$ cat config.mk
export PLATFORM = sky130hd
export DESIGN_NAME = text_cursor_controller_unit_flat
export DESIGN_NICKNAME = d
export VERILOG_FILES = /design/src/rtl/tccu_pkg.sv /design/src/rtl/tccu_ifs.sv /design/src/rtl/tccu_cfg_regs.sv /design/src/rtl/tccu_step.sv /design/src/rtl/text_cursor_controller_unit.sv /design/src/flat_wrapper.sv
export VERILOG_INCLUDE_DIRS = /design/src /design/src/rtl
export SDC_FILE = /design/constraint.sdc
export NUM_CORES = 1
export LEC_CHECK = 0
export ABC_AREA = 1
export BUFFER_PORTS_ARGS = -buffer_cell sky130_fd_sc_hd__buf_2
export CORE_ASPECT_RATIO = 1.25
export CORE_MARGIN = 5
export CORE_UTILIZATION = 40
export CTS_CLUSTER_DIAMETER = 150
export DETAILED_ROUTE_END_ITERATION = 10
export MAX_ROUTING_LAYER = met4
export PLACE_DENSITY = 0.66
export SLEW_MARGIN = 20
export SYNTH_ARGS = -nofsm -noshare
export SYNTH_HDL_FRONTEND = slang
export SYNTH_HIERARCHICAL = 1
export SYNTH_SLANG_ARGS = --single-unit
$ cat constraint.sdc
create_clock -name i_clk -period 4.55 [get_ports i_clk]
set_input_delay 0 -clock i_clk [delete_from_list [all_inputs] [get_ports i_clk]]
set_output_delay 0 -clock i_clk [all_outputs]
set_load 0.01 [all_outputs]
$ cat src/rtl/text_cursor_controller_unit_assert.svh
// ----------------------------------------------------------------------------
// Text cursor controller - assertion macros
// Shared concurrent assertion forms, clocked on the rising edge and
// switched off while the synchronous reset is held.
// ----------------------------------------------------------------------------
`ifndef TEXT_CURSOR_CONTROLLER_UNIT_ASSERT_SVH
`define TEXT_CURSOR_CONTROLLER_UNIT_ASSERT_SVH

// Same-cycle implication
`define TCCU_ASSERT_IMP(label, clk, rst_n, ante, cons, msg) \
    label: assert property (@(posedge clk) disable iff (!(rst_n)) (ante) |-> (cons)) \
        else $error(msg);

// Next-cycle implication
`define TCCU_ASSERT_NXT(label, clk, rst_n, ante, cons, msg) \
    label: assert property (@(posedge clk) disable iff (!(rst_n)) (ante) |=> (cons)) \
        else $error(msg);

`endif

$ cat src/rtl/tccu_pkg.sv
// ----------------------------------------------------------------------------
// Text cursor controller - package
// Types, codes and constants shared by the controller modules.
// ----------------------------------------------------------------------------
package tccu_pkg;

    // Field widths
    localparam int CODE_W   = 16;
    localparam int CELL_W   = 8;
    localparam int PIX_W    = 13;
    localparam int OFF_W    = 12;
    localparam int GLYPH_W  = 6;
    localparam int DIM_W    = 9;
    localparam int CFG_IDX_W = 3;
    localparam int CFG_DAT_W = 9;

    // Result burst limit and its counter width
    localparam int MAX_RESULTS = 8;
    localparam int NRES_W      = $clog2(MAX_RESULTS + 1);

    // Default tab expansion
    localparam int TAB_SPACES_DEF = 4;

    // Largest usable screen dimension
    localparam logic [DIM_W-1:0] DIM_MAX = 9'd256;

    // Configuration reset values
    localparam logic [GLYPH_W-1:0] RST_GLYPH_WIDTH  = 6'd8;
    localparam logic [GLYPH_W-1:0] RST_GLYPH_HEIGHT = 6'd16;
    localparam logic [DIM_W-1:0]   RST_TEXT_COLUMNS = 9'd80;
    localparam logic [DIM_W-1:0]   RST_TEXT_ROWS    = 9'd25;

    // Character codes
    localparam logic [6:0] CH_BACKSPACE = 7'h08;
    localparam logic [6:0] CH_TAB       = 7'h09;
    localparam logic [6:0] CH_NEWLINE   = 7'h0A;
    localparam logic [6:0] CH_CR        = 7'h0D;
    localparam logic [6:0] CH_SPACE     = 7'h20;
    localparam logic [6:0] CH_QMARK     = 7'h3F;
    localparam logic [CODE_W-1:0] CODE_BYTE_MAX = 16'd255;

    typedef enum logic [1:0] {
        KIND_PUT_CURSOR = 2'd0,
        KIND_PUT_CELL   = 2'd1,
        KIND_SET_CURSOR = 2'd2,
        KIND_CLEAR      = 2'd3
    } t_kind;

    typedef enum logic [1:0] {
        CMD_DRAW   = 2'd0,
        CMD_SCROLL = 2'd1,
        CMD_CLEAR  = 2'd2,
        CMD_STATUS = 2'd3
    } t_cmd;

    typedef enum logic [1:0] {
        ST_OK       = 2'd0,
        ST_BAD_CHAR = 2'd1,
        ST_BAD_LOC  = 2'd2
    } t_status;

    typedef enum logic [CFG_IDX_W-1:0] {
        REG_GLYPH_WIDTH  = 3'd0,
        REG_GLYPH_HEIGHT = 3'd1,
        REG_TEXT_COLUMNS = 3'd2,
        REG_TEXT_ROWS    = 3'd3
    } t_reg_idx;

    // Sequencer phase of the item in flight
    typedef enum logic [1:0] {
        PH_FIRST  = 2'd0,
        PH_TAB    = 2'd1,
        PH_SCROLL = 2'd2
    } t_phase;

    // Active configuration, with screen dimensions already clamped
    typedef struct packed {
        logic [GLYPH_W-1:0] glyph_width;
        logic [GLYPH_W-1:0] glyph_height;
        logic [DIM_W-1:0]   eff_cols;
        logic [DIM_W-1:0]   eff_rows;
    } t_cfg;

    // Sequencer control carried between steps of one item
    typedef struct packed {
        t_phase            phase;
        logic              tab_mode;
        logic [NRES_W-1:0] nres;
    } t_seq_ctl;

    // One result beat
    typedef struct packed {
        t_cmd              command;
        logic [PIX_W-1:0]  pixel_x;
        logic [PIX_W-1:0]  pixel_y;
        logic [OFF_W-1:0]  glyph_offset;
        t_status           status;
        logic [CELL_W-1:0] cursor_col_out;
        logic [CELL_W-1:0] cursor_row_out;
        logic              last;
    } t_result;

endpackage

$ cat src/rtl/tccu_ifs.sv
// ----------------------------------------------------------------------------
// Text cursor controller - channel interfaces
// Request, result and register-write channels with valid/ready handshakes.
// ----------------------------------------------------------------------------
interface tccu_item_if import tccu_pkg::*; ();
    logic              valid;
    logic              ready;
    logic [1:0]        kind;
    logic [CODE_W-1:0] char_code;
    logic [CELL_W-1:0] cell_col;
    logic [CELL_W-1:0] cell_row;

    modport source (output valid, kind, char_code, cell_col, cell_row, input ready);
    modport sink   (input valid, kind, char_code, cell_col, cell_row, output ready);
endinterface

interface tccu_res_if import tccu_pkg::*; ();
    logic              valid;
    logic              ready;
    logic [1:0]        command;
    logic [PIX_W-1:0]  pixel_x;
    logic [PIX_W-1:0]  pixel_y;
    logic [OFF_W-1:0]  glyph_offset;
    logic [1:0]        status;
    logic [CELL_W-1:0] cursor_col_out;
    logic [CELL_W-1:0] cursor_row_out;
    logic              last;

    modport source (output valid, command, pixel_x, pixel_y, glyph_offset, status,
                    cursor_col_out, cursor_row_out, last, input ready);
    modport sink   (input valid, command, pixel_x, pixel_y, glyph_offset, status,
                    cursor_col_out, cursor_row_out, last, output ready);
endinterface

interface tccu_cfg_if import tccu_pkg::*; ();
    logic                 valid;
    logic                 ready;
    logic [CFG_IDX_W-1:0] index;
    logic [CFG_DAT_W-1:0] data;

    modport source (output valid, index, data, input ready);
    modport sink   (input valid, index, data, output ready);
endinterface

$ cat src/rtl/tccu_cfg_regs.sv
// ----------------------------------------------------------------------------
// Text cursor controller - configuration registers
// Holds glyph size and screen size, and clamps the screen size to 256.
// ----------------------------------------------------------------------------
module tccu_cfg_regs import tccu_pkg::*; (
    input  logic       i_clk,
    input  logic       i_rst_n,
    tccu_cfg_if.sink   i_cfg,
    output t_cfg       o_cfg
);

    logic [GLYPH_W-1:0] r_glyph_width;
    logic [GLYPH_W-1:0] r_glyph_height;
    logic [DIM_W-1:0]   r_text_columns;
    logic [DIM_W-1:0]   r_text_rows;

    // Always take a write beat
    assign i_cfg.ready = 1'b1;

    // Decode the register index; unknown indexes are dropped
    always_ff @(posedge i_clk) begin
        if (!i_rst_n) begin
            r_glyph_width  <= RST_GLYPH_WIDTH;
            r_glyph_height <= RST_GLYPH_HEIGHT;
            r_text_columns <= RST_TEXT_COLUMNS;
            r_text_rows    <= RST_TEXT_ROWS;
        end else if (i_cfg.valid) begin
            unique case (i_cfg.index)
                REG_GLYPH_WIDTH:  r_glyph_width  <= i_cfg.data[GLYPH_W-1:0];
                REG_GLYPH_HEIGHT: r_glyph_height <= i_cfg.data[GLYPH_W-1:0];
                REG_TEXT_COLUMNS: r_text_columns <= i_cfg.data[DIM_W-1:0];
                REG_TEXT_ROWS:    r_text_rows    <= i_cfg.data[DIM_W-1:0];
                default: begin
                end
            endcase
        end
    end

    // Clamp the screen to the cursor's reach
    always_comb begin
        o_cfg.glyph_width  = r_glyph_width;
        o_cfg.glyph_height = r_glyph_height;
        o_cfg.eff_cols     = (r_text_columns > DIM_MAX) ? DIM_MAX : r_text_columns;
        o_cfg.eff_rows     = (r_text_rows > DIM_MAX) ? DIM_MAX : r_text_rows;
    end

endmodule

$ cat src/rtl/tccu_step.sv
// ----------------------------------------------------------------------------
// Text cursor controller - step logic
// Works out one result beat of the item in flight, the cursor after it and
// the sequencer control for the next beat.
// ----------------------------------------------------------------------------
module tccu_step import tccu_pkg::*; #(
    parameter int TAB_SPACES = TAB_SPACES_DEF,
    parameter int SP_W       = $clog2(TAB_SPACES + 1)
) (
    input  t_cfg              i_cfg,
    input  t_seq_ctl          i_ctl,
    input  logic [SP_W-1:0]   i_spaces,
    input  t_kind             i_kind,
    input  logic [CODE_W-1:0] i_code,
    input  logic [CELL_W-1:0] i_cell_col,
    input  logic [CELL_W-1:0] i_cell_row,
    input  logic [CELL_W-1:0] i_cur_col,
    input  logic [CELL_W-1:0] i_cur_row,
    output t_result           o_res,
    output t_seq_ctl          o_ctl,
    output logic [SP_W-1:0]   o_spaces
);

    logic              code_big;
    logic              char_bad;
    logic [6:0]        code_eff;
    logic [CELL_W-1:0] x;
    logic [CELL_W-1:0] y;
    logic              loc_bad;
    logic              is_put;
    logic              put_ok;
    logic              is_ctrl;
    logic              tab_start;
    logic              is_draw;
    logic [CELL_W-1:0] dx;
    logic [CELL_W-1:0] dy;
    logic [6:0]        dcode;
    logic              wrap;
    logic              bottom;
    logic [CELL_W-1:0] d_col;
    logic [CELL_W-1:0] d_row;
    logic              d_scroll;
    logic [DIM_W-1:0]  x_inc;
    logic [DIM_W-1:0]  y_inc;
    logic [CELL_W-1:0] last_row;
    logic [PIX_W:0]    prod_x;
    logic [PIX_W:0]    prod_y;
    logic [PIX_W-1:0]  prod_off;
    logic [NRES_W:0]   nres_room;
    logic [NRES_W-1:0] nres_after;
    logic [SP_W-1:0]   spaces_after;
    logic              tab_after;
    logic              can_space;
    logic              more;

    // Classify the item and pick the draw operands
    always_comb begin
        code_big  = (i_code > CODE_BYTE_MAX);
        char_bad  = !code_big && i_code[7];
        code_eff  = code_big ? CH_QMARK : i_code[6:0];
        x         = (i_kind == KIND_PUT_CURSOR) ? i_cur_col : i_cell_col;
        y         = (i_kind == KIND_PUT_CURSOR) ? i_cur_row : i_cell_row;
        loc_bad   = ({1'b0, x} >= i_cfg.eff_cols) || ({1'b0, y} >= i_cfg.eff_rows);
        is_put    = (i_kind == KIND_PUT_CURSOR) || (i_kind == KIND_PUT_CELL);
        put_ok    = is_put && !char_bad && !loc_bad;
        is_ctrl   = (code_eff == CH_NEWLINE) || (code_eff == CH_BACKSPACE)
                    || (code_eff == CH_CR);
        tab_start = (i_ctl.phase == PH_FIRST) && put_ok && (code_eff == CH_TAB);
        is_draw   = (i_ctl.phase == PH_TAB)
                    || ((i_ctl.phase == PH_FIRST) && put_ok && !is_ctrl);

        if (i_ctl.phase == PH_FIRST) begin
            dx    = x;
            dy    = y;
            dcode = (code_eff == CH_TAB) ? CH_SPACE : code_eff;
        end else begin
            dx    = i_cur_col;
            dy    = i_cur_row;
            dcode = CH_SPACE;
        end

        // Advance with wrap and scroll
        x_inc    = {1'b0, dx} + 9'd1;
        y_inc    = {1'b0, dy} + 9'd1;
        last_row = CELL_W'(i_cfg.eff_rows - 9'd1);
        wrap     = (x_inc >= i_cfg.eff_cols);
        bottom   = (y_inc >= i_cfg.eff_rows);
        d_scroll = wrap && bottom;
        d_col    = wrap ? '0 : x_inc[CELL_W-1:0];
        if (!wrap) begin
            d_row = dy;
        end else if (bottom) begin
            d_row = last_row;
        end else begin
            d_row = y_inc[CELL_W-1:0];
        end

        // Glyph placement
        prod_x   = (PIX_W+1)'(dx * i_cfg.glyph_width);
        prod_y   = (PIX_W+1)'(dy * i_cfg.glyph_height);
        prod_off = PIX_W'(dcode * i_cfg.glyph_height);
    end

    // Next sequencer state
    always_comb begin
        nres_after = i_ctl.nres + NRES_W'(1);
        nres_room  = {1'b0, nres_after} + (NRES_W+1)'(2);
        if (tab_start) begin
            spaces_after = SP_W'(TAB_SPACES - 1);
        end else if (i_ctl.phase == PH_TAB) begin
            spaces_after = i_spaces - SP_W'(1);
        end else begin
            spaces_after = i_spaces;
        end
        tab_after = tab_start || ((i_ctl.phase != PH_FIRST) && i_ctl.tab_mode);
        can_space = tab_after && (spaces_after != '0)
                    && (nres_room <= (NRES_W+1)'(MAX_RESULTS));

        if (is_draw && d_scroll) begin
            more        = 1'b1;
            o_ctl.phase = PH_SCROLL;
        end else if ((is_draw || (i_ctl.phase == PH_SCROLL)) && can_space) begin
            more        = 1'b1;
            o_ctl.phase = PH_TAB;
        end else begin
            more        = 1'b0;
            o_ctl.phase = PH_FIRST;
        end
        o_ctl.tab_mode = tab_after;
        o_ctl.nres     = nres_after;
        o_spaces       = spaces_after;
    end

    // Result beat and cursor after it
    always_comb begin
        o_res.command        = CMD_STATUS;
        o_res.pixel_x        = '0;
        o_res.pixel_y        = '0;
        o_res.glyph_offset   = '0;
        o_res.status         = ST_OK;
        o_res.cursor_col_out = i_cur_col;
        o_res.cursor_row_out = i_cur_row;
        o_res.last           = !more;

        if (is_draw) begin
            o_res.command        = CMD_DRAW;
            o_res.pixel_x        = prod_x[PIX_W-1:0];
            o_res.pixel_y        = prod_y[PIX_W-1:0];
            o_res.glyph_offset   = prod_off[OFF_W-1:0];
            o_res.cursor_col_out = d_col;
            o_res.cursor_row_out = d_row;
        end else if (i_ctl.phase == PH_SCROLL) begin
            o_res.command = CMD_SCROLL;
        end else if (i_kind == KIND_CLEAR) begin
            o_res.command        = CMD_CLEAR;
            o_res.cursor_col_out = '0;
            o_res.cursor_row_out = '0;
        end else if (i_kind == KIND_SET_CURSOR) begin
            if (loc_bad) begin
                o_res.status = ST_BAD_LOC;
            end else begin
                o_res.cursor_col_out = i_cell_col;
                o_res.cursor_row_out = i_cell_row;
            end
        end else if (char_bad) begin
            o_res.status = ST_BAD_CHAR;
        end else if (loc_bad) begin
            o_res.status = ST_BAD_LOC;
        end else begin
            // Control codes that move the cursor without drawing
            case (code_eff)
                CH_NEWLINE: begin
                    o_res.cursor_col_out = '0;
                    if (bottom) begin
                        o_res.cursor_row_out = last_row;
                        o_res.command        = CMD_SCROLL;
                    end else begin
                        o_res.cursor_row_out = y_inc[CELL_W-1:0];
                    end
                end
                CH_BACKSPACE: begin
                    if (x != '0) begin
                        o_res.cursor_col_out = x - CELL_W'(1);
                        o_res.cursor_row_out = y;
                    end else if (y != '0) begin
                        o_res.cursor_col_out = CELL_W'(i_cfg.eff_cols - 9'd1);
                        o_res.cursor_row_out = y - CELL_W'(1);
                    end else begin
                        o_res.cursor_col_out = '0;
                        o_res.cursor_row_out = '0;
                    end
                end
                default: begin
                    // Carriage return
                    o_res.cursor_col_out = '0;
                    o_res.cursor_row_out = y;
                end
            endcase
        end
    end

endmodule

$ cat src/rtl/text_cursor_controller_unit.sv
// ----------------------------------------------------------------------------
// Text cursor controller - top level
// Text console cursor controller: turns character requests into draw,
// scroll and clear commands and tracks the cursor cell.
// ----------------------------------------------------------------------------
// Usage:
//   i_item  request beats: kind, char_code, cell_col, cell_row.
//   o_res   result beats: command, pixel_x/y, glyph_offset, status, cursor
//           after the beat, and last on the final beat of each request.
//   i_cfg   register writes (glyph width/height, columns, rows); always
//           ready, to be written only while no request is outstanding.
// Order: a request is taken into the request register, and its first
//   result is then registered in the output register once that is free or draining.
// Throughput: one result beat per cycle from the single-pass step logic
//   while the output is not held. Plain requests give one beat, so one
//   request per cycle; a draw that scrolls gives two beats; a tab gives
//   up to 2 * TAB_SPACES beats, capped at 8 beats.
// Stall: a held result keeps its beat; the next request is taken in the
//   same cycle as the current one retires its last beat into the output
//   register.
// Reset: cursor to (0,0), registers to 8x16 glyphs on 80x25 cells, all
//   channels empty.
// ----------------------------------------------------------------------------
`include "text_cursor_controller_unit_assert.svh"

module text_cursor_controller_unit import tccu_pkg::*; #(
    parameter int TAB_SPACES = TAB_SPACES_DEF
) (
    input  logic      i_clk,
    input  logic      i_rst_n,
    tccu_item_if.sink i_item,
    tccu_res_if.source o_res,
    tccu_cfg_if.sink  i_cfg
);

    localparam int SP_W = $clog2(TAB_SPACES + 1);

    t_cfg              cfg;
    logic              r_act;
    t_seq_ctl          r_ctl;
    logic [SP_W-1:0]   r_spaces;
    t_kind             r_kind;
    logic [CODE_W-1:0] r_code;
    logic [CELL_W-1:0] r_cell_col;
    logic [CELL_W-1:0] r_cell_row;
    logic [CELL_W-1:0] r_cur_col;
    logic [CELL_W-1:0] r_cur_row;
    t_result           r_res;
    logic              r_ovalid;
    t_result           n_res;
    t_seq_ctl          n_ctl;
    logic [SP_W-1:0]   n_spaces;
    logic              load_ok;
    logic              step_fire;
    logic              in_fire;

    tccu_cfg_regs u_cfg (
        .i_clk   (i_clk),
        .i_rst_n (i_rst_n),
        .i_cfg   (i_cfg),
        .o_cfg   (cfg)
    );

    tccu_step #(
        .TAB_SPACES (TAB_SPACES),
        .SP_W       (SP_W)
    ) u_step (
        .i_cfg      (cfg),
        .i_ctl      (r_ctl),
        .i_spaces   (r_spaces),
        .i_kind     (r_kind),
        .i_code     (r_code),
        .i_cell_col (r_cell_col),
        .i_cell_row (r_cell_row),
        .i_cur_col  (r_cur_col),
        .i_cur_row  (r_cur_row),
        .o_res      (n_res),
        .o_ctl      (n_ctl),
        .o_spaces   (n_spaces)
    );

    // Handshake: step when the output register is free or draining
    assign load_ok      = !r_ovalid || o_res.ready;
    assign step_fire    = r_act && load_ok;
    assign i_item.ready = !r_act || (step_fire && n_res.last);
    assign in_fire      = i_item.valid && i_item.ready;

    // Request register and sequencer control
    always_ff @(posedge i_clk) begin
        if (!i_rst_n) begin
            r_act    <= 1'b0;
            r_ctl    <= '{phase: PH_FIRST, tab_mode: 1'b0, nres: '0};
            r_spaces <= '0;
        end else if (in_fire) begin
            r_act    <= 1'b1;
            r_ctl    <= '{phase: PH_FIRST, tab_mode: 1'b0, nres: '0};
            r_spaces <= '0;
        end else if (step_fire) begin
            r_act    <= !n_res.last;
            r_ctl    <= n_ctl;
            r_spaces <= n_spaces;
        end
    end

    // Capture the request payload
    always_ff @(posedge i_clk) begin
        if (in_fire) begin
            r_kind     <= t_kind'(i_item.kind);
            r_code     <= i_item.char_code;
            r_cell_col <= i_item.cell_col;
            r_cell_row <= i_item.cell_row;
        end
    end

    // Cursor follows every beat
    always_ff @(posedge i_clk) begin
        if (!i_rst_n) begin
            r_cur_col <= '0;
            r_cur_row <= '0;
        end else if (step_fire) begin
            r_cur_col <= n_res.cursor_col_out;
            r_cur_row <= n_res.cursor_row_out;
        end
    end

    // Output register
    always_ff @(posedge i_clk) begin
        if (!i_rst_n) begin
            r_ovalid <= 1'b0;
        end else if (step_fire) begin
            r_ovalid <= 1'b1;
        end else if (o_res.ready) begin
            r_ovalid <= 1'b0;
        end
    end

    always_ff @(posedge i_clk) begin
        if (step_fire) begin
            r_res <= n_res;
        end
    end

    assign o_res.valid          = r_ovalid;
    assign o_res.command        = r_res.command;
    assign o_res.pixel_x        = r_res.pixel_x;
    assign o_res.pixel_y        = r_res.pixel_y;
    assign o_res.glyph_offset   = r_res.glyph_offset;
    assign o_res.status         = r_res.status;
    assign o_res.cursor_col_out = r_res.cursor_col_out;
    assign o_res.cursor_row_out = r_res.cursor_row_out;
    assign o_res.last           = r_res.last;

    // Assertions
    `TCCU_ASSERT_IMP(a_burst_bound, i_clk, i_rst_n, r_act, r_ctl.nres < NRES_W'(MAX_RESULTS), "result burst exceeds limit")
    `TCCU_ASSERT_IMP(a_scroll_after_draw, i_clk, i_rst_n, r_act && (r_ctl.phase == PH_SCROLL), r_ovalid && (r_res.command == CMD_DRAW) && !r_res.last, "pending scroll without a preceding draw")
    `TCCU_ASSERT_IMP(a_status_on_last, i_clk, i_rst_n, r_ovalid && !r_res.last, r_res.status == ST_OK, "error status on a non-final beat")
    `TCCU_ASSERT_IMP(a_scroll_bottom, i_clk, i_rst_n, r_ovalid && (r_res.command == CMD_SCROLL), r_res.cursor_row_out == CELL_W'(cfg.eff_rows - 9'd1), "scroll with cursor off the bottom row")
    `TCCU_ASSERT_NXT(a_cursor_follows, i_clk, i_rst_n, step_fire, (r_cur_col == r_res.cursor_col_out) && (r_cur_row == r_res.cursor_row_out), "cursor differs from last result beat")

endmodule

$ cat src/flat_wrapper.sv
// flat-port wrapper written by rule: the top's interface ports become plain ports
module text_cursor_controller_unit_flat import tccu_pkg::*;
#(
    parameter int TAB_SPACES = TAB_SPACES_DEF
)
  (i_clk, i_rst_n, i_item_valid, i_item_kind, i_item_char_code, i_item_cell_col, i_item_cell_row, i_item_ready, o_res_valid, o_res_command, o_res_pixel_x, o_res_pixel_y, o_res_glyph_offset, o_res_status, o_res_cursor_col_out, o_res_cursor_row_out, o_res_last, o_res_ready, i_cfg_valid, i_cfg_index, i_cfg_data, i_cfg_ready);
  tccu_item_if i_item_i ();
  tccu_res_if o_res_i ();
  tccu_cfg_if i_cfg_i ();
  input  logic i_clk;
  input  logic i_rst_n;
  input wire logic [$bits(i_item_i.valid)-1:0] i_item_valid;
  input wire logic [$bits(i_item_i.kind)-1:0] i_item_kind;
  input wire logic [$bits(i_item_i.char_code)-1:0] i_item_char_code;
  input wire logic [$bits(i_item_i.cell_col)-1:0] i_item_cell_col;
  input wire logic [$bits(i_item_i.cell_row)-1:0] i_item_cell_row;
  output wire logic [$bits(i_item_i.ready)-1:0] i_item_ready;
  output wire logic [$bits(o_res_i.valid)-1:0] o_res_valid;
  output wire logic [$bits(o_res_i.command)-1:0] o_res_command;
  output wire logic [$bits(o_res_i.pixel_x)-1:0] o_res_pixel_x;
  output wire logic [$bits(o_res_i.pixel_y)-1:0] o_res_pixel_y;
  output wire logic [$bits(o_res_i.glyph_offset)-1:0] o_res_glyph_offset;
  output wire logic [$bits(o_res_i.status)-1:0] o_res_status;
  output wire logic [$bits(o_res_i.cursor_col_out)-1:0] o_res_cursor_col_out;
  output wire logic [$bits(o_res_i.cursor_row_out)-1:0] o_res_cursor_row_out;
  output wire logic [$bits(o_res_i.last)-1:0] o_res_last;
  input wire logic [$bits(o_res_i.ready)-1:0] o_res_ready;
  input wire logic [$bits(i_cfg_i.valid)-1:0] i_cfg_valid;
  input wire logic [$bits(i_cfg_i.index)-1:0] i_cfg_index;
  input wire logic [$bits(i_cfg_i.data)-1:0] i_cfg_data;
  output wire logic [$bits(i_cfg_i.ready)-1:0] i_cfg_ready;
  assign i_item_i.valid = i_item_valid;
  assign i_item_i.kind = i_item_kind;
  assign i_item_i.char_code = i_item_char_code;
  assign i_item_i.cell_col = i_item_cell_col;
  assign i_item_i.cell_row = i_item_cell_row;
  assign i_item_ready = i_item_i.ready;
  assign o_res_valid = o_res_i.valid;
  assign o_res_command = o_res_i.command;
  assign o_res_pixel_x = o_res_i.pixel_x;
  assign o_res_pixel_y = o_res_i.pixel_y;
  assign o_res_glyph_offset = o_res_i.glyph_offset;
  assign o_res_status = o_res_i.status;
  assign o_res_cursor_col_out = o_res_i.cursor_col_out;
  assign o_res_cursor_row_out = o_res_i.cursor_row_out;
  assign o_res_last = o_res_i.last;
  assign o_res_i.ready = o_res_ready;
  assign i_cfg_i.valid = i_cfg_valid;
  assign i_cfg_i.index = i_cfg_index;
  assign i_cfg_i.data = i_cfg_data;
  assign i_cfg_ready = i_cfg_i.ready;
  text_cursor_controller_unit #(.TAB_SPACES(TAB_SPACES)) u_core (.i_clk(i_clk), .i_rst_n(i_rst_n), .i_item(i_item_i), .o_res(o_res_i), .i_cfg(i_cfg_i));
endmodule
# --- After elaboration in Yosys (flattened, before gate mapping) ---
# Cells that the tools add are included.
op_classes:
  add_sub_neg: 9
  magnitude_cmp: 8
  reduce_logical: 47
  eq_ne: 12
  bitwise: 1
  n_mul: 3
  n_mux: 41
op_table:
  columns: ["op", "n"]
  rows:
  - ["$mux 16", 8]
  - ["$mux 8", 7]
  - ["$pmux 16 s2", 1]
  - ["$sub 8x1->8 const B", 4]
  - ["$eq 7x4->1 const B", 4]
  - ["$mul 8x6->13", 2]
  - ["$mux 7", 3]
  - ["$add 8x1->9 const B", 2]
  - ["$ge 8x9->1", 2]
  - ["$ge 9x9->1", 2]
  - ["$gt 9x9->1 const B", 2]
  - ["$mux 18", 1]
  - ["$mux 2", 9]
  - ["$mux 9", 2]
  - ["$gt 16x8->1 const B", 1]
  - ["$reduce_bool 8->1", 2]
  - ["$logic_and 1x1->1", 15]
  - ["$mul 7x6->12", 1]
  - ["$logic_or 1x1->1", 9]
  - ["$mux 1", 8]
  - ["$reduce_and 2->1", 4]
  - ["$logic_not 1->1", 7]
  - ["$eq 2x2->1 const B", 3]
  - ["$eq 3x2->1 const B", 2]
  - ["other kinds (14)", 20]
totals:
  regBits: 151
  output_inout_bits: 62
  elab_cells: 146

# --- Depth between registers and ports, before layout ---
# Gate-level depths: netlist of run 1.
logic_depth:
  ltp_word: 20
  ltp_mapped: 32
  mapped_depth_nobuf: 32

# --- Modules after synthesis ---
# The synthesis of run 1 kept the hierarchy.
modules_own_cells:
  columns: ["mod", "area_each_um2", "cells_per_inst", "seq_area_each_um2", "instances"]
  rows:
  - ["tccu_step", 8459.4, 1398, 0.0, 1]
  - ["text_cursor_controller_unit", 3873.7, 239, 3353.2, 1]
  - ["tccu_cfg_regs", 1362.6, 215, 600.6, 1]

# --- Worst setup path after synthesis of run 1 ---
# No wires, ideal clock.
synth_path:
  path_kind: "reg2reg"
  from: "reg u_core.r_kind[1]"
  to: "reg u_core.r_cell_col[0], enable pin"
  n_path_buf: 3
  arrival_time_ns: 4.349
  path_slack_ns: -0.210
  setup_ns: 0.411
  required_time_ns: 4.139
  path_stages_with_launch: 29
  path_cell_list: "edfxtp_1 > buf_6 > nor2_8 > buf_6 > nand2_1 > o21ai_2 > nand2_1 > o21ai_1 > inv_1 > ha_1 > inv_1 > nor2_2 > nand2_1 > nor2_2 > nand2_1 > xor2_1 > inv_1 > ha_1 > nand4_1 > or3b_2 > nand4_1 > clkbuf_1 > nand3_1 > nand2_1 > inv_1 > nand2_1 > nand2_1 > nand2_1 > inv_1"
synth_rtl:
  columns: ["element", "line_no", "text"]
  rows:
  - ["from (decl)", "text_cursor_controller_unit.sv:42", "t_kind r_kind;"]
  - ["from (signal assigned)", "text_cursor_controller_unit.sv:108", "r_kind <= t_kind'(i_item.kind);"]
  - ["to (signal assigned)", "text_cursor_controller_unit.sv:110", "r_cell_col <= i_item.cell_col;"]
  - ["to (decl)", "text_cursor_controller_unit.sv:44", "logic [CELL_W-1:0] r_cell_col;"]

# --- Worst setup path in the final report of run 1 ---
layout_path:
  from: "reg u_core.r_code[14]"
  to: "reg u_core.r_res (netlist bit u_core/o_res.glyph_offset[11]) (data pin)"
layout_via:
  elab_chain_cells: 9
  word_cells_on_any_way: 20
  classes_between: "1 x mul; 1 x order compare; 4 x eq/ne; 3 x mux; 11 x reduce/logical"
layout_rtl:
  columns: ["element", "line_no", "text"]
  rows:
  - ["from (decl)", "text_cursor_controller_unit.sv:43", "logic [CODE_W-1:0] r_code;"]
  - ["from (signal assigned)", "text_cursor_controller_unit.sv:109", "r_code <= i_item.char_code;"]
  - ["$gt 16x8->1 (*)", "tccu_step.sv:58", "code_big = (i_code > CODE_BYTE_MAX);"]
  - ["branches (longest 8 deep; another with $mul 7x6->12)", null, null]
  - ["to (signal assigned)", "text_cursor_controller_unit.sv:139", "r_res <= n_res;"]
  - ["to (decl)", "text_cursor_controller_unit.sv:48", "t_result r_res;"]
# Every way passes the cells marked *.
# A chain may end at the register's enable or synchronous reset.

==> impl_metrics.yaml, run 1 <==
min_path:
  worstHoldPathCells: 2
  hold_path.class: "in -> reg"
  hold_start: "i_rst_n"
  min_to: "u_core/u_cfg/r_glyph_width[3]$_SDFFE_PN1P_"
flow_run:
  maxCapViolations: 0
cells_and_area:
  n_antenna_cell: 0
  instances_no_fill: 2605
  drive_gt1_share_pct: 24.4
  final_util_pct: 52.5
  final_nets: 2396
  design_area_sq_um: 17700
  area_growth_pct: 29.2
route:
  drc_errors: 0
  wire_per_inst_um: 15.9
  viasPerCell: 5.04
  wirelength_mm: 41.5
  routed-via-count: 13142
  drt_iter0_markers: 938
  first_pass_iters: 6
  antenna_left: 0
timing:
  setup-tns-final_ps: -447
  fin_hold_ws_ps: 152
  tightestPinTransition_ps: 965
  finalHoldViolations: 0
  final.setup.worst_slack_ps: -92.2
  min_period_ps: 4640
  maxSlewHeadroom_pct: 35.7
  period_share_pct: 102
  finalClockSkew_ps: 7.30
  grt_setup_unrepaired: "true"
  fmax_mhz: 215
  setup_viol: 33
  maxSlewViolCount: 0
yosys:
  synth_seq_cells: 151
  syn_nets: 2079
  synthTopCellsByCount: "nand2_1 (408), inv_1 (296), nor2_1 (277)"
  synth.most_common_cell: "nand2_1"
  synth_area_sq_um: 13700
  syn_inst: 1852
  synth.distinct_cells: 50
  synth-edff-count: 93
  postSynthAreaPerCell_sq_um: 7.40
  ys.flop_type: "edfxtp_1"
  synthTopCellsByArea: "edfxtp_1 (20%), nand2_1 (11%), fa_1 (9.9%)"
  synth.top_cell.area_share_pct: 20.4
  yosysSeqAreaShare_pct: 28.9
  synthArstFlopShare_pct: 0
  yosys_warnings: 6
  synth_area_leader_cell: "edfxtp_1"
clocking:
  clk_pin_slew_worst_paths_ps: 60
  clk_latency_ps: 460
  cts.path.max_buffers: 2
  cts_sinks: 151
  cts_root_buffer: "clkbuf_16"
  cts_buffers: 17
  cts_tree: "done"
  h-tree-depth: 4
floorplan:
  coreArea_sq_um: 33700
  die-area_sq_um: 38100
  io_pins: 113
  die_x_um: 176
  fp-row-count: 75
  fp.dieH_um: 217
  initial_core_util_pct: 40.7
critical_path:
  worstPathMaxFanout: 4
  timing.rr.end: "u_core/o_res.glyph_offset[11]$_DFFE_PP_"
  crit_family: "adder cells"
  critPathBufInv: 4
  reg2reg_from: "u_core/r_code[14]$_DFFE_PP_"
  cp.arrival_ps: 4850
  crit_path_end_kind: "register"
  startpoint: "u_core/r_code[14]$_DFFE_PP_"
  setup.worst_path.start_class: "register"
  slowest_stage: "fa_1"
  reg2reg_depth: 28
  worstSetupPathType: "reg -> reg"
  crit_required_ps: 4760
  r2r_setup_slack_ps: -90
  critPathMostFrequentCell: "nor2_2"
  max_stage_delay_ps: 550
grt:
  grt_pass1_wl_mm: 64.6
  grt_pass1_vias: 12779
  antenna_found_initial: 0
  grt_start_max_net_pins: 76
  grtUsageTotal_pct: 21.7
  grt_overflow: 0
place:
  port_buffers: 111
  dpl.hpwl_mm: 30.7
  postPlaceCellArea_sq_um: 15400
  gp_congestion: 0.975
  pre_cts_ws_ps: -191
  placedCellCount: 2452
power:
  seq_power_share_pct: 33.8
  ir_worst_vdd_mv: 0.253
  pwr-share-clk_pct: 31.9
  swShare_pct: 34.5
  p_int_mw: 3.08
  switchingPower_mw: 1.62
  power_mw: 4.69
  pwr_density_cell_nw_per_um2: 265
  p_comb_share_pct: 34.3
  leakage_nw: 8.49
outcome:
  violations: "negative setup slack"
  status: "finished with violations"
cells in the final DEF (no fill, tap or decap), types with 10 or more instances in the layout:
cell,count
nor3_1,16
nand2_4,10
xnor2_1,12
dfxtp_1,58
inv_1,274
dlygate4sd3_1,54
o21ai_0,74
nand4_1,20
fa_1,66
buf_2,111
o21ai_1,13
buf_6,19
clkbuf_16,19
nand2_1,382
nor2_2,26
nor2_1,257
xor2_1,30
ha_1,90
nor2_4,14
nand3_1,100
a21oi_2,16
ha_4,16
nand3_2,10
a21oi_1,75
nand2_2,44
edfxtp_1,93
o21ai_2,15
inv_2,27
buf_4,158
power groups by stage:
stage | Sequential, mW | Clock, mW | Combinational [mW]
final | 1.59 | 1.50 | 1.61
after global routing | 1.60 | 1.58 | 1.79
after CTS | 1.59 | 1.53 | 1.41
after detailed placement | 1.62 | 0 | 1.33
after global placement | 1.62 | 0 | 1.31
after floorplan | 1.62 | 0 | 0.883
repair_timing:
item | CTS | global route
setup buffers | 21 | 46
pin swaps | 22 | 86
gates resized for setup | 10 | 142
hold buffers | 54 | 0
cloned | 1 | 4
setup endpoints to repair | 44 | 84
endpoints found under the hold margin | 76 | 0
state kept, by name (all words and copies together) (netlist names), 9 cells and up:
register and flops:
u_core/o_res.pixel_y 13, u_core/o_res.pixel_x 13, u_core/r_code 16, u_core/o_res.glyph_offset 12
u_core/u_cfg/r_text_rows 9, u_core/u_cfg/r_text_columns 9
kinds of logic after synthesis:
| logic type | Yosys count | synth area share, % |
|---|---|---|
| compound gates | 225 | 9.44 |
| xor+xnor | 43 | 2.75 |
| fa+ha+maj | 176 | 19.8 |
| buf+inv | 363 | 11.1 |
| flops | 151 | 28.9 |
| other cells | 1 | 0.0274 |
| simple gates | 893 | 28.1 |
worst max-delay path by stage:
stage	to	slack (ps)	depth (start not counted)
4_1_cts	u_core/o_res.glyph_offset[11]$_DFFE_PP_	-40	30
6_report	u_core/o_res.glyph_offset[11]$_DFFE_PP_	-90	28
3_3_place_gp	u_core/o_res.glyph_offset[11]$_DFFE_PP_	-40	28
2_1_floorplan	u_core/r_cell_col[0]$_DFFE_PP_	20	27
5_1_grt	u_core/o_res.glyph_offset[11]$_DFFE_PP_	-420	30
3_5_place_dp	u_core/o_res.glyph_offset[11]$_DFFE_PP_	-190	28
cell type report:
class	count	area, sq um
Clock inverter	13	171
Tap cell	423	529
Clock buffer	19	433
Multi-Input combinational cell	1339	8760
Timing Repair Buffer	349	2650
Inverter	311	1200
Fill cell	3171	16000
Sequential cell	151	3950
metal layers:
metal / vias up / GRT usage [%] / share of wire [%]
met5: - / - / 0
met2: 376 / 37.2 / 51
met3: 103 / 3.26 / 4.5
li1: 6500 / - / -
met4: 0 / 10.4 / 4.1
met1: 6163 / 25.0 / 40
Power figures use the tool's default switching activity.
==> run 2: changes to the inputs <==
Settings changed: ABC_AREA 1 to default.
==> run 2 against run 1 <==
Against the previous run: the run still ends with negative setup slack left; first-iteration DRC count is 11% lower; largest power group is now registers; synthesized cell count down 21%; clock power shrank 5%; sequential power barely moved; flip-flop and latch count did not move; combinational power fell by 19%; synthesized area is 3.5% lower; largest cell class unchanged; fmax is 1.3% higher; via count is 9.1% lower; wire length is 3.6% higher; clock skew grew 2.4 ps; critical path type unchanged; sequential share of layout area increased by 0.55 points.
==> impl_metrics.yaml, run 2 <==
timing:
  finalClockSkew_ps: 9.66
  finalHoldViolations: 0
  grt_setup_unrepaired: "true"
  period_share_pct: 101
  tightestPinTransition_ps: 789
  final.setup.worst_slack_ps: -31.4
  maxSlewHeadroom_pct: 47.1
  maxSlewViolCount: 0
  fmax_mhz: 218
  min_period_ps: 4580
  setup_viol: 3
place:
  gp_congestion: 1.03
  port_buffers: 111
  postPlaceCellArea_sq_um: 15500
  dpl.hpwl_mm: 33.1
cells_and_area:
  n_antenna_cell: 0
  final_cell_mix: "buf_4 (200), nand2_1 (175), inv_1 (121), buf_2 (111), ha_1 (97)"
  area_growth_pct: 30.7
  final_common_cell: "buf_4"
  drive_gt1_share_pct: 27.5
  largest_register: "u_core/r_code"
  largest_reg_flops: 16
  design_area_sq_um: 17300
  final_nets: 2002
critical_path:
  crit_path_end_kind: "register"
  crit_required_ps: 4750
  worstSetupPathType: "reg -> reg"
  setup.worst_path.start_class: "register"
  worstPathMaxFanout: 4
  cp.arrival_ps: 4780
clocking:
  cts_sinks: 151
  cts.path.max_buffers: 2
  cts_tree: "done"
  cts_buffers: 17
  cts_root_buffer: "clkbuf_16"
  clk_pin_slew_worst_paths_ps: 70
  h-tree-depth: 4
  clk_latency_ps: 450
floorplan:
  die-area_sq_um: 36800
  fp.dieH_um: 213
  die_x_um: 173
  initial_core_util_pct: 40.4
  fp-row-count: 74
  coreArea_sq_um: 32700
  io_pins: 113
route:
  viasPerCell: 5.41
  antenna_left: 0
  drc_errors: 0
  wire_per_inst_um: 19.5
  first_pass_iters: 6
  drt_iter0_markers: 839
  wirelength_mm: 43.0
  routed-via-count: 11944
power:
  p_comb_share_pct: 30.3
  leakage_nw: 7.79
  pwr_density_cell_nw_per_um2: 250
  seq_power_share_pct: 36.5
  swShare_pct: 32.8
  p_int_mw: 2.90
  switchingPower_mw: 1.42
  ir_worst_vdd_mv: 0.205
  power_mw: 4.31
  pwr-share-clk_pct: 33.2
outcome:
  status: "finished with violations"
  violations: "negative setup slack"
yosys:
  syn_nets: 1683
  synth.distinct_cells: 82
  synthTopCellsByArea: "edfxtp_1 (21%), fa_1 (10%), ha_1 (10%)"
  syn_inst: 1456
  yosys_warnings: 6
  synth_area_leader_cell: "edfxtp_1"
  synth_seq_cells: 151
  synth-edff-count: 93
  synthArstFlopShare_pct: 0
  synth_area_sq_um: 13200
  synth.most_common_cell: "nand2_1"
  synthTopCellsByCount: "nand2_1 (186), inv_1 (130), ha_1 (108)"
  postSynthAreaPerCell_sq_um: 9.08
  synth.top_cell.area_share_pct: 21.1
  ys.flop_type: "edfxtp_1"
  yosysSeqAreaShare_pct: 29.9
min_path:
  hold_path.class: "in -> reg"
grt:
  grt_start_max_net_pins: 55
  antenna_found_initial: 0
  grt_pass1_vias: 12148
  grt_pass1_wl_mm: 66.5
  grtUsageTotal_pct: 23.4
  grt_overflow: 0
flow_run:
  maxCapViolations: 0
[run 2: cells by family (layout without fill, tap and decap cells)]
logic type	Yosys count	in the layout	share of synthesized area [%]
multiplexers	70	70	5.52
AO/OA/AOI/OAI	264	264	13.1
AND/OR/NAND/NOR	529	529	19.8
buffers and inverters	202	534	6.92
other	1	1	0.0284
adder cells (fa/ha/maj)	176	176	20.5
flip-flops	151	151	29.9
XOR/XNOR	63	63	4.17
[run 2: power groups by stage]
stage | Clock, mW | Combinational, mW | Sequential (mW)
2_1_floorplan | 0 | 0.669 | 1.61
3_3_place_gp | 0 | 1.14 | 1.60
3_5_place_dp | 0 | 1.16 | 1.60
4_1_cts | 1.47 | 1.23 | 1.57
5_1_grt | 1.51 | 1.42 | 1.58
6_report | 1.43 | 1.31 | 1.57
[run 2: final timing paths]
check / startpoint / cells after the start / endpoint / slack (ps)
setup / recovery: u_core/r_ctl[6]$_SDFFE_PP0P_ / 19 / u_core/o_res.pixel_y[11]$_DFFE_PP_ / -30
hold / removal: i_cfg_valid / 3 / u_core/u_cfg/r_text_rows[0]$_SDFFE_PN1P_ / 80
setup reg to reg: u_core/r_ctl[6]$_SDFFE_PP0P_ / 19 / u_core/o_res.pixel_y[11]$_DFFE_PP_ / -30
hold reg to reg: u_core/u_cfg/r_text_rows[6]$_SDFFE_PN0P_ / 2 / u_core/u_cfg/r_text_rows[6]$_SDFFE_PN0P_ / 460
[run 2: critical path, stage by stage, from the launching register on]
cell,delay [ps]
dfxtp_2,330
or2_4,260
nor2_4,190
buf_6,150
mux2_4,300
and2_4,160
fa_1,550
inv_2,40
fa_1,450
fa_1,530
inv_2,40
ha_4,220
nor2b_4,130
o21ai_1,130
nand2b_1,90
a21o_1,160
a21o_1,180
a31oi_2,190
xor2_1,170
nor2_1,60
[run 2: cell type report]
class | count | area, sq um
multi-input cells | 1103 | 9000
fillers | 2987 | 15400
well taps | 418 | 523
repair buffers | 370 | 2730
clock buffers | 17 | 425
flip-flops and latches | 151 | 3960
clock inverters | 15 | 156
inverters | 132 | 495
[run 2: metal layers]
| layer | track usage, % | part of all wire, % |
|---|---|---|
| met3 | 2.92 | 5.0 |
| met5 | - | 0 |
| met2 | 39.8 | 49 |
| met4 | 9.35 | 3.7 |
| met1 | 28.6 | 42 |
[run 2: repair_timing]
item | 4_1_cts | 5_1_grt
pin swaps | 37 | 67
endpoints found under the hold margin | 69 | 0
resized for setup | 39 | 75
gates cloned | 0 | 0
hold buffers | 45 | 0
endpoints found under the setup margin | 33 | 73
buffers inserted | 14 | 14
[run 2: metrics by stage]
stage               utilization (%)  hold WS [ps]  setup TNS [ps]  cells  setup slack [ps]
floorplan                         -          98.9           -2150   1456              -164
global placement               47.5           176            -472   2102              -122
detailed placement             47.5           178           -1410   2102              -261
CTS                            51.6          58.4           -29.3   2193             -29.3
global route                   52.9          72.5           -1320   2206              -224
finish                         52.9          78.1           -46.3   2206             -31.4
==> run 3: changes to the inputs <==
Settings changed: BUFFER_PORTS_ARGS -buffer_cell sky130_fd_sc_hd__buf_2 to -buffer_cell sky130_fd_sc_hd__buf_4, SLEW_MARGIN 20 to default.
==> run 3 against run 2 <==
Against the previous run: the flow now finishes without violations; flip-flop and latch count unchanged; combinational power about the same; sequential power hardly changed; critical path depth unchanged; clock power increased by 4%; largest power group unchanged.
==> impl_metrics.yaml, run 3 (synthesis gave the netlist of run 2 again) <==
critical_path:
  crit_required_ps: 4750
  setup.worst_path.start_class: "register"
  reg2reg_from: "u_core/r_code[6]$_DFFE_PP_"
  cp.arrival_ps: 4730
  crit_path_end_kind: "register"
  startpoint: "u_core/r_code[6]$_DFFE_PP_"
  worstSetupPathType: "reg -> reg"
  worstPathMaxFanout: 3
grt:
  grt_pass1_vias: 12148
  grtUsageTotal_pct: 22.7
  grt_overflow: 0
  grt_pass1_wl_mm: 65.1
  antenna_found_initial: 0
  grt_start_max_net_pins: 63
cells_and_area:
  largest_register: "u_core/r_code"
  final_util_pct: 54.0
  n_antenna_cell: 0
  fill_cells: 2945
  largest_reg_flops: 16
  drive_gt1_share_pct: 27.5
  regArea_sq_um: 3960
  final_nets: 1999
  final_cell_mix: "buf_4 (300), nand2_1 (173), inv_1 (117), ha_1 (99), edfxtp_1 (93)"
  multi_input_area_sq_um: 9050
  design_area_sq_um: 17600
  area_growth_pct: 33.4
  final_common_cell: "buf_4"
clocking:
  clk_pin_slew_worst_paths_ps: 60
  clk_latency_ps: 450
  cts_buffers: 17
  cts_root_buffer: "clkbuf_16"
  cts_sinks: 151
  h-tree-depth: 4
  cts_tree: "done"
  cts.path.max_buffers: 2
floorplan:
  die-area_sq_um: 36800
  fp-row-count: 74
  fp.dieH_um: 213
  initial_core_util_pct: 40.4
  coreArea_sq_um: 32700
  io_pins: 113
  die_x_um: 173
place:
  gp_congestion: 1.05
  postPlaceCellArea_sq_um: 15600
  pre_cts_ws_ps: -246
  dpl.hpwl_mm: 31.2
  port_buffers: 111
route:
  viasPerCell: 5.41
  wirelength_mm: 41.7
  drt_iter0_markers: 989
  first_pass_iters: 6
  routed-via-count: 11918
  drc_errors: 0
  wire_per_inst_um: 18.9
  antenna_left: 0
min_path:
  hold_path.class: "in -> reg"
  hold_start: "i_cfg_index[2]"
timing:
  finalClockSkew_ps: 12.5
  maxSlewViolCount: 0
  fmax_mhz: 221
  period_share_pct: 99.6
  setup_viol: 0
  final.setup.worst_slack_ps: 19.3
  maxSlewHeadroom_pct: 48.0
  min_period_ps: 4530
  finalHoldViolations: 0
  fin_hold_ws_ps: 61.1
  tightestPinTransition_ps: 775
  grt_setup_unrepaired: "true"
power:
  pwr_density_cell_nw_per_um2: 248
  leakage_nw: 7.89
  ir_worst_vdd_mv: 0.238
flow_run:
  maxCapViolations: 0
outcome:
  status: "finished, final reports clean"
==> run 3: repair_timing <==
item	CTS	global route
setup buffers	35	12
gates cloned	1	1
pin swaps	30	73
endpoints found under the hold margin	65	0
setup endpoints to repair	61	75
gates resized for setup	33	106
hold buffers	44	0
==> run 3: power breakdown <==
group | total (mW) | internal, mW | leakage (nW) | switching (mW)
Combinational | 1.31 | 0.605 | 6.22 | 0.708
Sequential | 1.58 | 1.53 | 1.37 | 0.0486
Clock | 1.49 | 0.886 | 0.302 | 0.602
Total | 4.38 | 3.02 | 7.89 | 1.36
==> run 3: final cells by class <==
type / count / area share (%)
Sequential cell: 151 / 22.4
Inverter: 132 / 2.81
Multi-Input combinational cell: 1104 / 51.3
Clock inverter: 8 / 0.461
Tap cell: 418 / 2.97
Clock buffer: 24 / 3.04
Timing Repair Buffer: 366 / 16.9
==> run 3: worst max-delay path: stages (launching register included) <==
cell	delay, ps
edfxtp_1	430
nor4b_4	390
nand3_4	130
nor3b_4	280
nor2_4	90
o21a_1	140
nand2_1	90
fa_1	430
fa_1	460
fa_1	530
inv_2	50
ha_4	210
nor2b_4	130
o21ai_2	120
nand2b_1	90
a21o_1	170
a21o_1	160
a31oi_1	190
xnor2_1	140
nor2_1	60
==> run 3: layer usage <==
metal / share of wire (%) / track usage [%] / routed length [um] / vias up
li1: - / - / - / 5661
met1: 43 / 28.8 / 18000 / 5713
met2: 48 / 37.0 / 20000 / 430
met3: 5.1 / 3.49 / 2110 / 114
met4: 3.7 / 8.66 / 1530 / 0
met5: 0 / - / 0 / -
==> run 3: stage by stage <==
step                      instances  setup TNS (ps)  power [mW]
after floorplan                1456           -2150        2.28
after global placement         2080            -553        2.72
after detailed placement       2080           -3330        2.74
after CTS                      2192           -25.1        4.30
after global routing           2203           -1290        4.60
final                          2203               0        4.38
==> run 3: worst paths after layout <==
check | slack, ps | cells after the start | to
hold reg to reg | 460 | 2 | u_core/u_cfg/r_text_columns[1]$_SDFFE_PN0P_
setup reg to reg | 20 | 19 | u_core/o_res.glyph_offset[11]$_DFFE_PP_
setup / recovery | 20 | 19 | u_core/o_res.glyph_offset[11]$_DFFE_PP_
hold / removal | 60 | 4 | u_core/u_cfg/r_text_columns[5]$_SDFFE_PN0P_
